### src/humidity_temp_frame_decoder_unit_macros.svh
// ----------------------------------------------------------------------------
// Assertion macros for the humidity/temperature frame decoder
// Concurrent checks sampled on clk and held off while rst_n is low.
// ----------------------------------------------------------------------------
`ifndef HUMIDITY_TEMP_FRAME_DECODER_UNIT_MACROS_SVH
`define HUMIDITY_TEMP_FRAME_DECODER_UNIT_MACROS_SVH

`ifndef SYNTHESIS
// Condition must hold at every sampled edge out of reset.
`define HTFD_ASSERT(label, cond) \
  label: assert property (@(posedge clk) disable iff (!rst_n) (cond)) \
    else $error("htfd assertion failed");
// Consequent must hold at the edge after the antecedent.
`define HTFD_ASSERT_NEXT(label, ante, cons) \
  label: assert property (@(posedge clk) disable iff (!rst_n) (ante) |=> (cons)) \
    else $error("htfd assertion failed");
`else
`define HTFD_ASSERT(label, cond)
`define HTFD_ASSERT_NEXT(label, ante, cons)
`endif

`endif

### src/htfd_pkg.sv
// ----------------------------------------------------------------------------
// htfd_pkg
// Shared types, constants and the CRC-8 byte step for the frame decoder.
// ----------------------------------------------------------------------------
package htfd_pkg;

  // CRC-8 settings of the sensor check byte.
  localparam logic [7:0] CRC_INIT = 8'hFF;
  localparam logic [7:0] CRC_POLY = 8'h31;

  // Scaling constants, values in hundredths.
  localparam logic [14:0] TEMP_SPAN   = 15'd17500;
  localparam logic [14:0] HUM_SPAN    = 15'd10000;
  localparam logic [15:0] TEMP_OFFSET = 16'd4500;

  // Quantity codes carried with each result.
  localparam logic QTY_TEMP = 1'b0;
  localparam logic QTY_HUM  = 1'b1;

  // One measurement word handed from the front to the back.
  typedef struct packed {
    logic        quantity;
    logic [15:0] raw_word;
    logic [7:0]  check;
    logic [7:0]  crc_hi;
  } mid_rec_t;

  // One finished result.
  typedef struct packed {
    logic               quantity;
    logic [15:0]        raw_word;
    logic               crc_good;
    logic signed [14:0] scaled_value;
    logic               frame_done;
  } res_rec_t;

  // Queue status toward its neighbors.
  typedef struct packed {
    logic full;
    logic empty;
  } fifo_stat_t;

  // One byte of MSB-first CRC-8, eight shift steps.
  function automatic logic [7:0] crc8_byte(input logic [7:0] crc_in,
                                           input logic [7:0] data);
    logic [7:0] c;
    int         b;
    c = crc_in ^ data;
    for (b = 0; b < 8; b++) begin
      c = c[7] ? ((c << 1) ^ CRC_POLY) : (c << 1);
    end
    return c;
  endfunction

endpackage

### src/htfd_fifo.sv
// ----------------------------------------------------------------------------
// htfd_fifo
// Small register queue with registered storage, used between the front and
// the back and as the result register stage.
// ----------------------------------------------------------------------------
`include "humidity_temp_frame_decoder_unit_macros.svh"

module htfd_fifo #(
  parameter int WIDTH = 8,
  parameter int DEPTH = 2
) (
  input  logic                   clk,
  input  logic                   rst_n,
  input  logic                   push,
  input  logic [WIDTH-1:0]       wdata,
  input  logic                   pop,
  output logic [WIDTH-1:0]       rdata,
  output htfd_pkg::fifo_stat_t   stat
);

  localparam int AW = (DEPTH > 1) ? $clog2(DEPTH) : 1;
  localparam int CW = $clog2(DEPTH + 1);

  logic [WIDTH-1:0] mem_r [DEPTH];
  logic [AW-1:0]    wr_r, wr_nxt;
  logic [AW-1:0]    rd_r, rd_nxt;
  logic [CW-1:0]    cnt_r, cnt_nxt;

  // Pointer wrap at the configured depth.
  always_comb begin
    wr_nxt  = wr_r;
    rd_nxt  = rd_r;
    cnt_nxt = cnt_r;
    if (push) begin
      wr_nxt = (wr_r == AW'(DEPTH - 1)) ? '0 : AW'(wr_r + 1'b1);
    end
    if (pop) begin
      rd_nxt = (rd_r == AW'(DEPTH - 1)) ? '0 : AW'(rd_r + 1'b1);
    end
    if (push && !pop) begin
      cnt_nxt = CW'(cnt_r + 1'b1);
    end else if (pop && !push) begin
      cnt_nxt = CW'(cnt_r - 1'b1);
    end
  end

  // Control state.
  always_ff @(posedge clk) begin
    if (!rst_n) begin
      wr_r  <= '0;
      rd_r  <= '0;
      cnt_r <= '0;
    end else begin
      wr_r  <= wr_nxt;
      rd_r  <= rd_nxt;
      cnt_r <= cnt_nxt;
    end
  end

  // Storage, written one beat at a time.
  always_ff @(posedge clk) begin
    if (push) begin
      mem_r[wr_r] <= wdata;
    end
  end

  assign rdata      = mem_r[rd_r];
  assign stat.full  = (cnt_r == CW'(DEPTH));
  assign stat.empty = (cnt_r == '0);

  // Neighbors never push into a full queue or pop an empty one.
  `HTFD_ASSERT(a_no_overflow, !(push && stat.full))
  `HTFD_ASSERT(a_no_underflow, !(pop && stat.empty))
  // Occupancy follows the beats in and out.
  `HTFD_ASSERT_NEXT(a_cnt_up, push && !pop, cnt_r == CW'($past(cnt_r) + 1'b1))
  `HTFD_ASSERT_NEXT(a_cnt_down, pop && !push, cnt_r == CW'($past(cnt_r) - 1'b1))

endmodule

### src/htfd_front.sv
// ----------------------------------------------------------------------------
// htfd_front
// Tracks the byte position in the six-byte frame, holds the word bytes and
// the partial CRC, and hands a word record to the back on each check byte.
// ----------------------------------------------------------------------------
module htfd_front (
  input  logic                 clk,
  input  logic                 rst_n,
  input  logic                 accept,
  input  logic [7:0]           data_byte,
  output logic                 rec_push,
  output htfd_pkg::mid_rec_t   rec
);

  typedef enum logic [2:0] {
    POS_T_HI  = 3'd0,
    POS_T_LO  = 3'd1,
    POS_T_CHK = 3'd2,
    POS_H_HI  = 3'd3,
    POS_H_LO  = 3'd4,
    POS_H_CHK = 3'd5
  } pos_t;

  pos_t       pos_r;
  logic [7:0] hi_r;
  logic [7:0] lo_r;
  logic [7:0] crc_hi_r;

  // Position sequencer plus the held word; only the position is reset.
  always_ff @(posedge clk) begin
    if (!rst_n) begin
      pos_r <= POS_T_HI;
    end else if (accept) begin
      unique case (pos_r)
        POS_T_LO: begin
          lo_r  <= data_byte;
          pos_r <= POS_T_CHK;
        end
        POS_T_CHK: begin
          pos_r <= POS_H_HI;
        end
        POS_H_HI: begin
          hi_r     <= data_byte;
          crc_hi_r <= htfd_pkg::crc8_byte(htfd_pkg::CRC_INIT, data_byte);
          pos_r    <= POS_H_LO;
        end
        POS_H_LO: begin
          lo_r  <= data_byte;
          pos_r <= POS_H_CHK;
        end
        POS_H_CHK: begin
          pos_r <= POS_T_HI;
        end
        default: begin
          // Start of frame; unused codes behave the same way.
          hi_r     <= data_byte;
          crc_hi_r <= htfd_pkg::crc8_byte(htfd_pkg::CRC_INIT, data_byte);
          pos_r    <= POS_T_LO;
        end
      endcase
    end
  end

  // A check byte closes a word and produces one record.
  assign rec_push     = accept && ((pos_r == POS_T_CHK) || (pos_r == POS_H_CHK));
  assign rec.quantity = (pos_r == POS_H_CHK) ? htfd_pkg::QTY_HUM : htfd_pkg::QTY_TEMP;
  assign rec.raw_word = {hi_r, lo_r};
  assign rec.check    = data_byte;
  assign rec.crc_hi   = crc_hi_r;

endmodule

### src/htfd_back.sv
// ----------------------------------------------------------------------------
// htfd_back
// Finishes the CRC check and scales the raw word. One register stage holds
// the CRC verdict and the span product; the divide by 65535 and the offset
// are applied on the way into the result queue.
// ----------------------------------------------------------------------------
module htfd_back (
  input  logic                   clk,
  input  logic                   rst_n,
  input  htfd_pkg::mid_rec_t     rec,
  input  htfd_pkg::fifo_stat_t   rec_stat,
  output logic                   rec_pop,
  output logic                   res_push,
  output htfd_pkg::res_rec_t     res,
  input  htfd_pkg::fifo_stat_t   res_stat
);

  logic        s1_v_r;
  logic        s1_qty_r;
  logic [15:0] s1_raw_r;
  logic        s1_good_r;
  logic [30:0] s1_prod_r;

  logic        s1_ready;
  logic [14:0] span;
  logic [31:0] quo_sum;
  logic [15:0] quo;
  logic [15:0] scaled;

  // Stage one moves when empty or when its result leaves.
  assign res_push = s1_v_r && !res_stat.full;
  assign s1_ready = !s1_v_r || !res_stat.full;
  assign rec_pop  = !rec_stat.empty && s1_ready;

  assign span = (rec.quantity == htfd_pkg::QTY_HUM) ? htfd_pkg::HUM_SPAN
                                                     : htfd_pkg::TEMP_SPAN;

  // Valid flag of stage one.
  always_ff @(posedge clk) begin
    if (!rst_n) begin
      s1_v_r <= 1'b0;
    end else if (rec_pop) begin
      s1_v_r <= 1'b1;
    end else if (res_push) begin
      s1_v_r <= 1'b0;
    end
  end

  // Stage one payload: CRC over the low byte and the span product.
  always_ff @(posedge clk) begin
    if (rec_pop) begin
      s1_qty_r  <= rec.quantity;
      s1_raw_r  <= rec.raw_word;
      s1_good_r <= (htfd_pkg::crc8_byte(rec.crc_hi, rec.raw_word[7:0]) == rec.check);
      s1_prod_r <= 31'(span * rec.raw_word);
    end
  end

  // floor(p / 65535) = (p + (p >> 16) + 1) >> 16 for the product range here.
  assign quo_sum = 32'(s1_prod_r) + 32'(s1_prod_r[30:16]) + 32'd1;
  assign quo     = quo_sum[31:16];
  assign scaled  = (s1_qty_r == htfd_pkg::QTY_HUM) ? quo
                                                   : 16'(quo - htfd_pkg::TEMP_OFFSET);

  assign res.quantity     = s1_qty_r;
  assign res.raw_word     = s1_raw_r;
  assign res.crc_good     = s1_good_r;
  assign res.scaled_value = scaled[14:0];
  assign res.frame_done   = (s1_qty_r == htfd_pkg::QTY_HUM);

endmodule

### src/humidity_temp_frame_decoder_unit.sv
// ----------------------------------------------------------------------------
// humidity_temp_frame_decoder_unit
// Decodes the six-byte sensor frame into temperature and humidity results.
// ----------------------------------------------------------------------------
// Usage:
// Input side is a queue: drive in_data_byte and push; a beat is taken on a
// clock edge with push high and full low. Bytes follow the sensor frame order:
// temperature high, low, check, humidity high, low, check.
// Result side is a queue: while empty is low the oldest result sits on the
// out_ ports; pop high on a clock edge takes it.
// Each check byte yields one result (raw word, CRC verdict, scaled value);
// the humidity result carries out_frame_done.
// Path: a check byte accepted at a clock edge is written into the word queue
// at that edge, then into the CRC/product register and then into the result
// queue, where its result can be popped.
// Throughput: one byte per cycle while full is low; every stage takes a new
// beat each cycle while the stage after it has room.
// Reset (rst_n low, synchronous) returns to the start of a frame and empties
// both queues. When the receiver stops popping, the result queue fills, the
// product stage holds, the word queue fills and full rises to stall the input.
// ----------------------------------------------------------------------------
module humidity_temp_frame_decoder_unit #(
  parameter int MID_DEPTH = 2,
  parameter int OUT_DEPTH = 2
) (
  input  logic               clk,
  input  logic               rst_n,
  input  logic               push,
  input  logic [7:0]         in_data_byte,
  output logic               full,
  output logic               empty,
  input  logic               pop,
  output logic               out_quantity,
  output logic [15:0]        out_raw_word,
  output logic               out_crc_good,
  output logic signed [14:0] out_scaled_value,
  output logic               out_frame_done
);

  htfd_pkg::mid_rec_t   front_rec;
  htfd_pkg::mid_rec_t   mid_rec;
  htfd_pkg::fifo_stat_t mid_stat;
  htfd_pkg::res_rec_t   back_res;
  htfd_pkg::res_rec_t   out_res;
  htfd_pkg::fifo_stat_t out_stat;
  logic                 accept;
  logic                 front_push;
  logic                 mid_pop;
  logic                 res_push;

  // Input beat is taken whenever the word queue has room.
  assign full   = mid_stat.full;
  assign accept = push && !full;

  htfd_front u_front (
    .clk       (clk),
    .rst_n     (rst_n),
    .accept    (accept),
    .data_byte (in_data_byte),
    .rec_push  (front_push),
    .rec       (front_rec)
  );

  // Word queue between front and back.
  htfd_fifo #(
    .WIDTH ($bits(htfd_pkg::mid_rec_t)),
    .DEPTH (MID_DEPTH)
  ) u_mid_q (
    .clk   (clk),
    .rst_n (rst_n),
    .push  (front_push),
    .wdata (front_rec),
    .pop   (mid_pop),
    .rdata (mid_rec),
    .stat  (mid_stat)
  );

  htfd_back u_back (
    .clk      (clk),
    .rst_n    (rst_n),
    .rec      (mid_rec),
    .rec_stat (mid_stat),
    .rec_pop  (mid_pop),
    .res_push (res_push),
    .res      (back_res),
    .res_stat (out_stat)
  );

  // Result queue doubles as the output register.
  htfd_fifo #(
    .WIDTH ($bits(htfd_pkg::res_rec_t)),
    .DEPTH (OUT_DEPTH)
  ) u_out_q (
    .clk   (clk),
    .rst_n (rst_n),
    .push  (res_push),
    .wdata (back_res),
    .pop   (pop && !out_stat.empty),
    .rdata (out_res),
    .stat  (out_stat)
  );

  assign empty            = out_stat.empty;
  assign out_quantity     = out_res.quantity;
  assign out_raw_word     = out_res.raw_word;
  assign out_crc_good     = out_res.crc_good;
  assign out_scaled_value = out_res.scaled_value;
  assign out_frame_done   = out_res.frame_done;

endmodule

### config.mk
export PLATFORM = sky130hd
export DESIGN_NAME = humidity_temp_frame_decoder_unit
export DESIGN_NICKNAME = d
export VERILOG_FILES = /design/src/htfd_pkg.sv /design/src/htfd_fifo.sv /design/src/htfd_front.sv /design/src/htfd_back.sv /design/src/humidity_temp_frame_decoder_unit.sv
export VERILOG_INCLUDE_DIRS = /design/src /design/src/src
export SDC_FILE = /design/constraint.sdc
export NUM_CORES = 1
export LEC_CHECK = 0
export BUFFER_PORTS_ARGS = -buffer_cell sky130_fd_sc_hd__buf_4
export CAP_MARGIN = 5
export CORE_MARGIN = 1.5
export CORE_UTILIZATION = 45
export CTS_CLUSTER_DIAMETER = 120
export CTS_CLUSTER_SIZE = 16
export DETAILED_ROUTE_END_ITERATION = 10
export SLEW_MARGIN = 20
export SYNTH_ARGS = -nofsm -noshare
export SYNTH_HDL_FRONTEND = slang
export SYNTH_SLANG_ARGS = --single-unit
### constraint.sdc
create_clock -name clk -period 6.6 [get_ports clk]
set_input_delay 0.99 -clock clk [delete_from_list [all_inputs] [get_ports clk]]
set_output_delay 0.99 -clock clk [all_outputs]
set_load 0.01 [all_outputs]
; Word level (Yosys, flattened, before mapping)
; Memories as Yosys holds them, arrays and structs flattened. A register that Yosys moved wholly into a read port is not among the register bits.
; Cells that the tools add are included.
[totals]
inputBits = 12
ff_bits = 85
ramBits = 134
word_cells = 124
n_memories = 2
[classes]
n_reduce_logical = 29
n_mul = 1
n_eq_ne = 8
n_bitwise = 19
add_sub_neg = 11
mux = 38
[mem_list]
columns = name, words, width, read_ports, rd_clocked_by_memory_dff, wr, line_no
row1 = u_out_q.mem_r, 2, 34, 1, 1, 1, htfd_fifo.sv:24  ; logic [WIDTH-1:0] mem_r [DEPTH];
row2 = u_mid_q.mem_r, 2, 33, 1, 1, 1, htfd_fifo.sv:24
[ops]
columns = cell, n
row1 = 2-to-1 mux 6 bit, 16
row2 = NOT 3 bit, 16
row3 = "adder 31 x 1 -> 31 bit, second input constant", 1
row4 = adder 31 x 15 -> 31 bit, 1
row5 = multiplier 15 x 16 -> 31 bit, 1
row6 = 2-to-1 mux 15 bit, 2
row7 = 2-to-1 mux 1 bit, 15
row8 = case mux 3 bit (5 select lines), 1
row9 = "subtractor 15 x 13 -> 15 bit, second input constant", 1
row10 = logical AND 1 bit, 9
row11 = zero test 1 bit, 9
row12 = == test 8 bit, 1
row13 = 2-to-1 mux 2 bit, 4
row14 = NOT 8 bit, 1
row15 = XOR 8 bit, 1
row16 = "== test 3 x 2 -> 1 bit, second input constant", 2
row17 = "== test 3 bit, second input constant", 2
row18 = AND reduction 3 bit, 2
row19 = nonzero test 2 bit, 3
row20 = "adder 1 bit, second input constant", 4
row21 = "adder 2 x 1 -> 2 bit, second input constant", 2
row22 = "== test 2 bit, second input constant", 2
row23 = zero test 2 bit, 2
row24 = OR reduction 4 bit, 1
row25 = other kinds (5), 7

; Logic depth before layout (Yosys ltp)
[depth]
ltp_word = 18
ltp_mapped = 27

; By module
; From an unflattened synthesis, not the netlist that was laid out.
[unflattened]
cells_unflattened = 1113
hier_area_um2 = 14310.0
[by_module_without_submodules]
columns = module, instances, seq_area_each_um2, cells_each, area_each_um2
row1 = htfd_back, 1, 1431.4, 789, 7922.6
row2 = htfd_fifo at u_out_q, 1, 2142.1, 128, 2671.3
row3 = htfd_fifo at u_mid_q, 1, 2082.0, 125, 2595.0
row4 = htfd_front, 1, 780.7, 69, 1093.5
row5 = humidity_temp_frame_decoder_unit, 1, 0.0, 2, 27.5

; Worst setup path before layout
; No wires, ideal clock.
[synth_path]
path_type = register to register
startpoint = register (tool-made name)
endpoint = register u_back.s1_prod_r[23], data pin
path_slack_ns = -0.420
stages_incl_launch_ff = 25
period_less_slack_ns = 7.020
t_required_ns = 6.341
arrival_ns = 6.762
setup_time_ns = 0.259
cell_sequence = dfxtp_1 clkbuf_1 buf_2 buf_2 buf_2 buf_2 mux2_2 nand2_1 inv_1 ha_1 inv_1 fa_1 inv_1 fa_1 fa_1 fa_1 ha_1 ha_1 and2_1 a311o_1 o41a_1 a41o_1 or4_1 a31oi_1 xnor2_1
[synth_lines]
columns = element, line_no
row1 = to (signal assigned), htfd_back.sv:55  ; s1_prod_r <= 31'(span * rec.raw_word);
row2 = to (decl), htfd_back.sv:22  ; logic [30:0] s1_prod_r;

==> key figures <==
Status
  • Outcome: complete, no violations

Timing
  • Tmin final: 6.27 ns
  • Crit share post-route: 95.0%
  • Setup violators final: 0
  • Worst hold slack: 0.445 ns
  • Setup_tns: 0 ns
  • Final Slew Violations: 0
  • Hold Violations, Final: 0
  • Worst slew margin: 42.4%
  • F_max: 159 MHz
  • Final Skew: 0.0116 ns
  • Transition time of the tightest slew-check pin: 0.864 ns

Floorplanning
  • Die Wd: 178 um
  • Starting Density: 46.1%
  • Row Count: 63
  • Io pins: 48
  • Die area: 31,700 um^2
  • Core area: 30,000 um^2
  • Die Ht: 178 um

GRT
  • GRT Residual Overflow: 0
  • Initial antenna violation count: 0
  • GRT Overall Usage: 17.1%
  • Pin count of the biggest net entering global routing: 48
  • Number of global-route vias before repair: 8,236
  • First-pass GRT wire length: 42,300 um

Critical path
  • Worst EP required: 6.83 ns
  • Reg2Reg Setup Slack: 0.33 ns
  • Critical path capture point type: register
  • Setup crit start kind: register
  • Data arrival, critical path: 6.51 ns
  • CP max FO: 18
  • Critical path class: reg2reg

Layout
  • Final core occ: 51.3%
  • Nets@finish: 1,425
  • Layout area overhead: 11.2%
  • Layout cells sized above 1: 13.1%
  • Filler instances: 2,638
  • Multi-input logic area: 6920 um^2
  • Ant. Diodes: 0
  • Reg area: 6380 um^2

Clock tree
  • CTS Root Buffer Type: clkbuf_16
  • Hold_buf cts: 0
  • Sink Count: 217
  • Post-CTS setup buffers: 0
  • CTS buffer count: 17
  • H-tree depth: 1
  • CTS tree: yes
  • Worst-Skew Late Latency: 0.49 ns
  • Reg clk slew, reported paths: 0.07 ns
  • CTS Buffer Depth: 3

Synth
  • Post-synthesis sequential area ratio: 46.2%
  • Yosys reg bits: 217
  • Syn Std Cell Area: 13,800 um^2
  • Ys async rst share: 0%
  • Top FF cell, synth: edfxtp_1
  • Gate Count Post-Synth: 1,111
  • Top-area cell type share of the netlist area: 44.1%
  • Synth top area cells: edfxtp_1 44%, ha_1 13%, fa_1 11%
  • Count leader, synth: edfxtp_1
  • Commonest cells post-synth: 203 x edfxtp_1, 142 x ha_1, 130 x inv_1, 81 x nor2_1, 78 x fa_1
  • Average cell area after synthesis: 12.4 um^2
  • Number of flops mapped to enable cells by yosys: 203
  • Synth unique cells: 66
  • Synth warnings: 0
  • Leading area contributor after synthesis: edfxtp_1

Route
  • Vias/cell: 5.13
  • Routed wire length per instance: 16.4 um
  • Post-route ant nets: 0
  • Detailed-route via count: 8,145
  • Drt drc: 0
  • Initial drt markers: 358
  • DRT Pass-1 Iters: 5
  • DRT Wirelength: 26,000 um

Placement
  • # port buffers: 47
  • GPL Wtd Cong: 0.875
  • Hpwl dp: 20,300 um

Hold path
  • Hold Path Class: reg2reg

Run
  • Maxcap violations: 0
[kinds of logic after synthesis]
| family | after synthesis | share of synthesized area (%) |
|---|---|---|
| adders and majority gates | 221 | 24.2 |
| DFF | 217 | 46.2 |
| and+or+nand+nor | 204 | 7.06 |
| buffers and inverters | 163 | 4.49 |
| AOI/OAI and AO/OA | 145 | 6.88 |
| xor gates and xnor gates | 96 | 6.09 |
| muxes | 63 | 5.00 |
| other | 2 | 0.0544 |
[worst max-delay path, cell delays in order (launching register included)]
cell and delay [ns]:
dfxtp_2 0.37, buf_8 0.22, mux2i_1 0.25, inv_1 0.08, nand2_1 0.13, inv_1 0.06
ha_1 0.27, inv_1 0.05, fa_1 0.54, inv_1 0.06, fa_1 0.51, inv_1 0.06
fa_1 0.48, inv_1 0.05, fa_1 0.41, ha_1 0.32, ha_4 0.27, and2_1 0.15
a311o_1 0.33, o41a_1 0.39, a41o_1 0.30, nor4_2 0.19, o221ai_2 0.17, o41ai_2 0.24
xnor2_1 0.11
[final timing paths]
check                   from                    to  cells after the start
min          u_front.hi_r[2]  u_mid_q.mem_r[1][26]                      0
min reg2reg  u_front.hi_r[2]  u_mid_q.mem_r[1][26]                      0
max reg2reg         register  u_back.s1_prod_r[27]                     24
max                 register  u_back.s1_prod_r[27]                     24
[sequential cells by signal, summed over array words and instances (netlist names), 2 cells and up, named ones only]
register / flops
u_front.pos_r: 3
u_out_q.cnt_r: 2
u_out_q.mem_r: 66
u_front.hi_r: 8
u_mid_q.cnt_r: 2
u_back.s1_raw_r: 16
u_front.crc_hi_r: 8
u_back.s1_prod_r: 29
u_mid_q.mem_r: 66
u_front.lo_r: 8
[metrics by stage]
step / std cells / area, um^2 / setup WS [ns]
floorplan: 1127 / 13900 / 0.0529
global placement: 1563 / 14800 / 0.222
detailed placement: 1563 / 14800 / 0.148
CTS: 1588 / 15300 / 0.150
global route: 1589 / 15400 / -0.00737
finish: 1589 / 15400 / 0.327
[cell usage in the layout (no fill, tap or decap), types with 22 or more instances in the layout]
master and n:
mux2i_1 22, nor2_1 77, nand2_1 37, ha_1 141, xor2_1 25, xnor2_1 71, fa_1 78, mux2_2 38
edfxtp_1 203, buf_4 76, o21ai_0 31, a21oi_1 47, inv_1 129
[metal layers]
metal / track usage [%] / share of wire, %
met1: 22.1 / 45
met2: 30.3 / 50
met3: 2.26 / 3.3
met4: 4.31 / 2.1
met5: 0 / 0
[final cells by class]
cell class	count	share of cell area [%]
clock buffer	23	2.92
clock inverter	2	0.114
inverter	131	3.23
multi-input combinational	747	45.0
sequential	217	41.5
tap	390	3.18
timing repair buffer	79	4.02
[what timing repair did]
| action | CTS | global route |
|---|---|---|
| gates resized for setup | 0 | 8 |
| endpoints found under the hold margin | 0 | 0 |
| setup endpoints to repair | 0 | 5 |
Power is left out: the tool's default activity adds up to more than one toggle a clock period on the data nets, which glitch-free logic cannot reach.
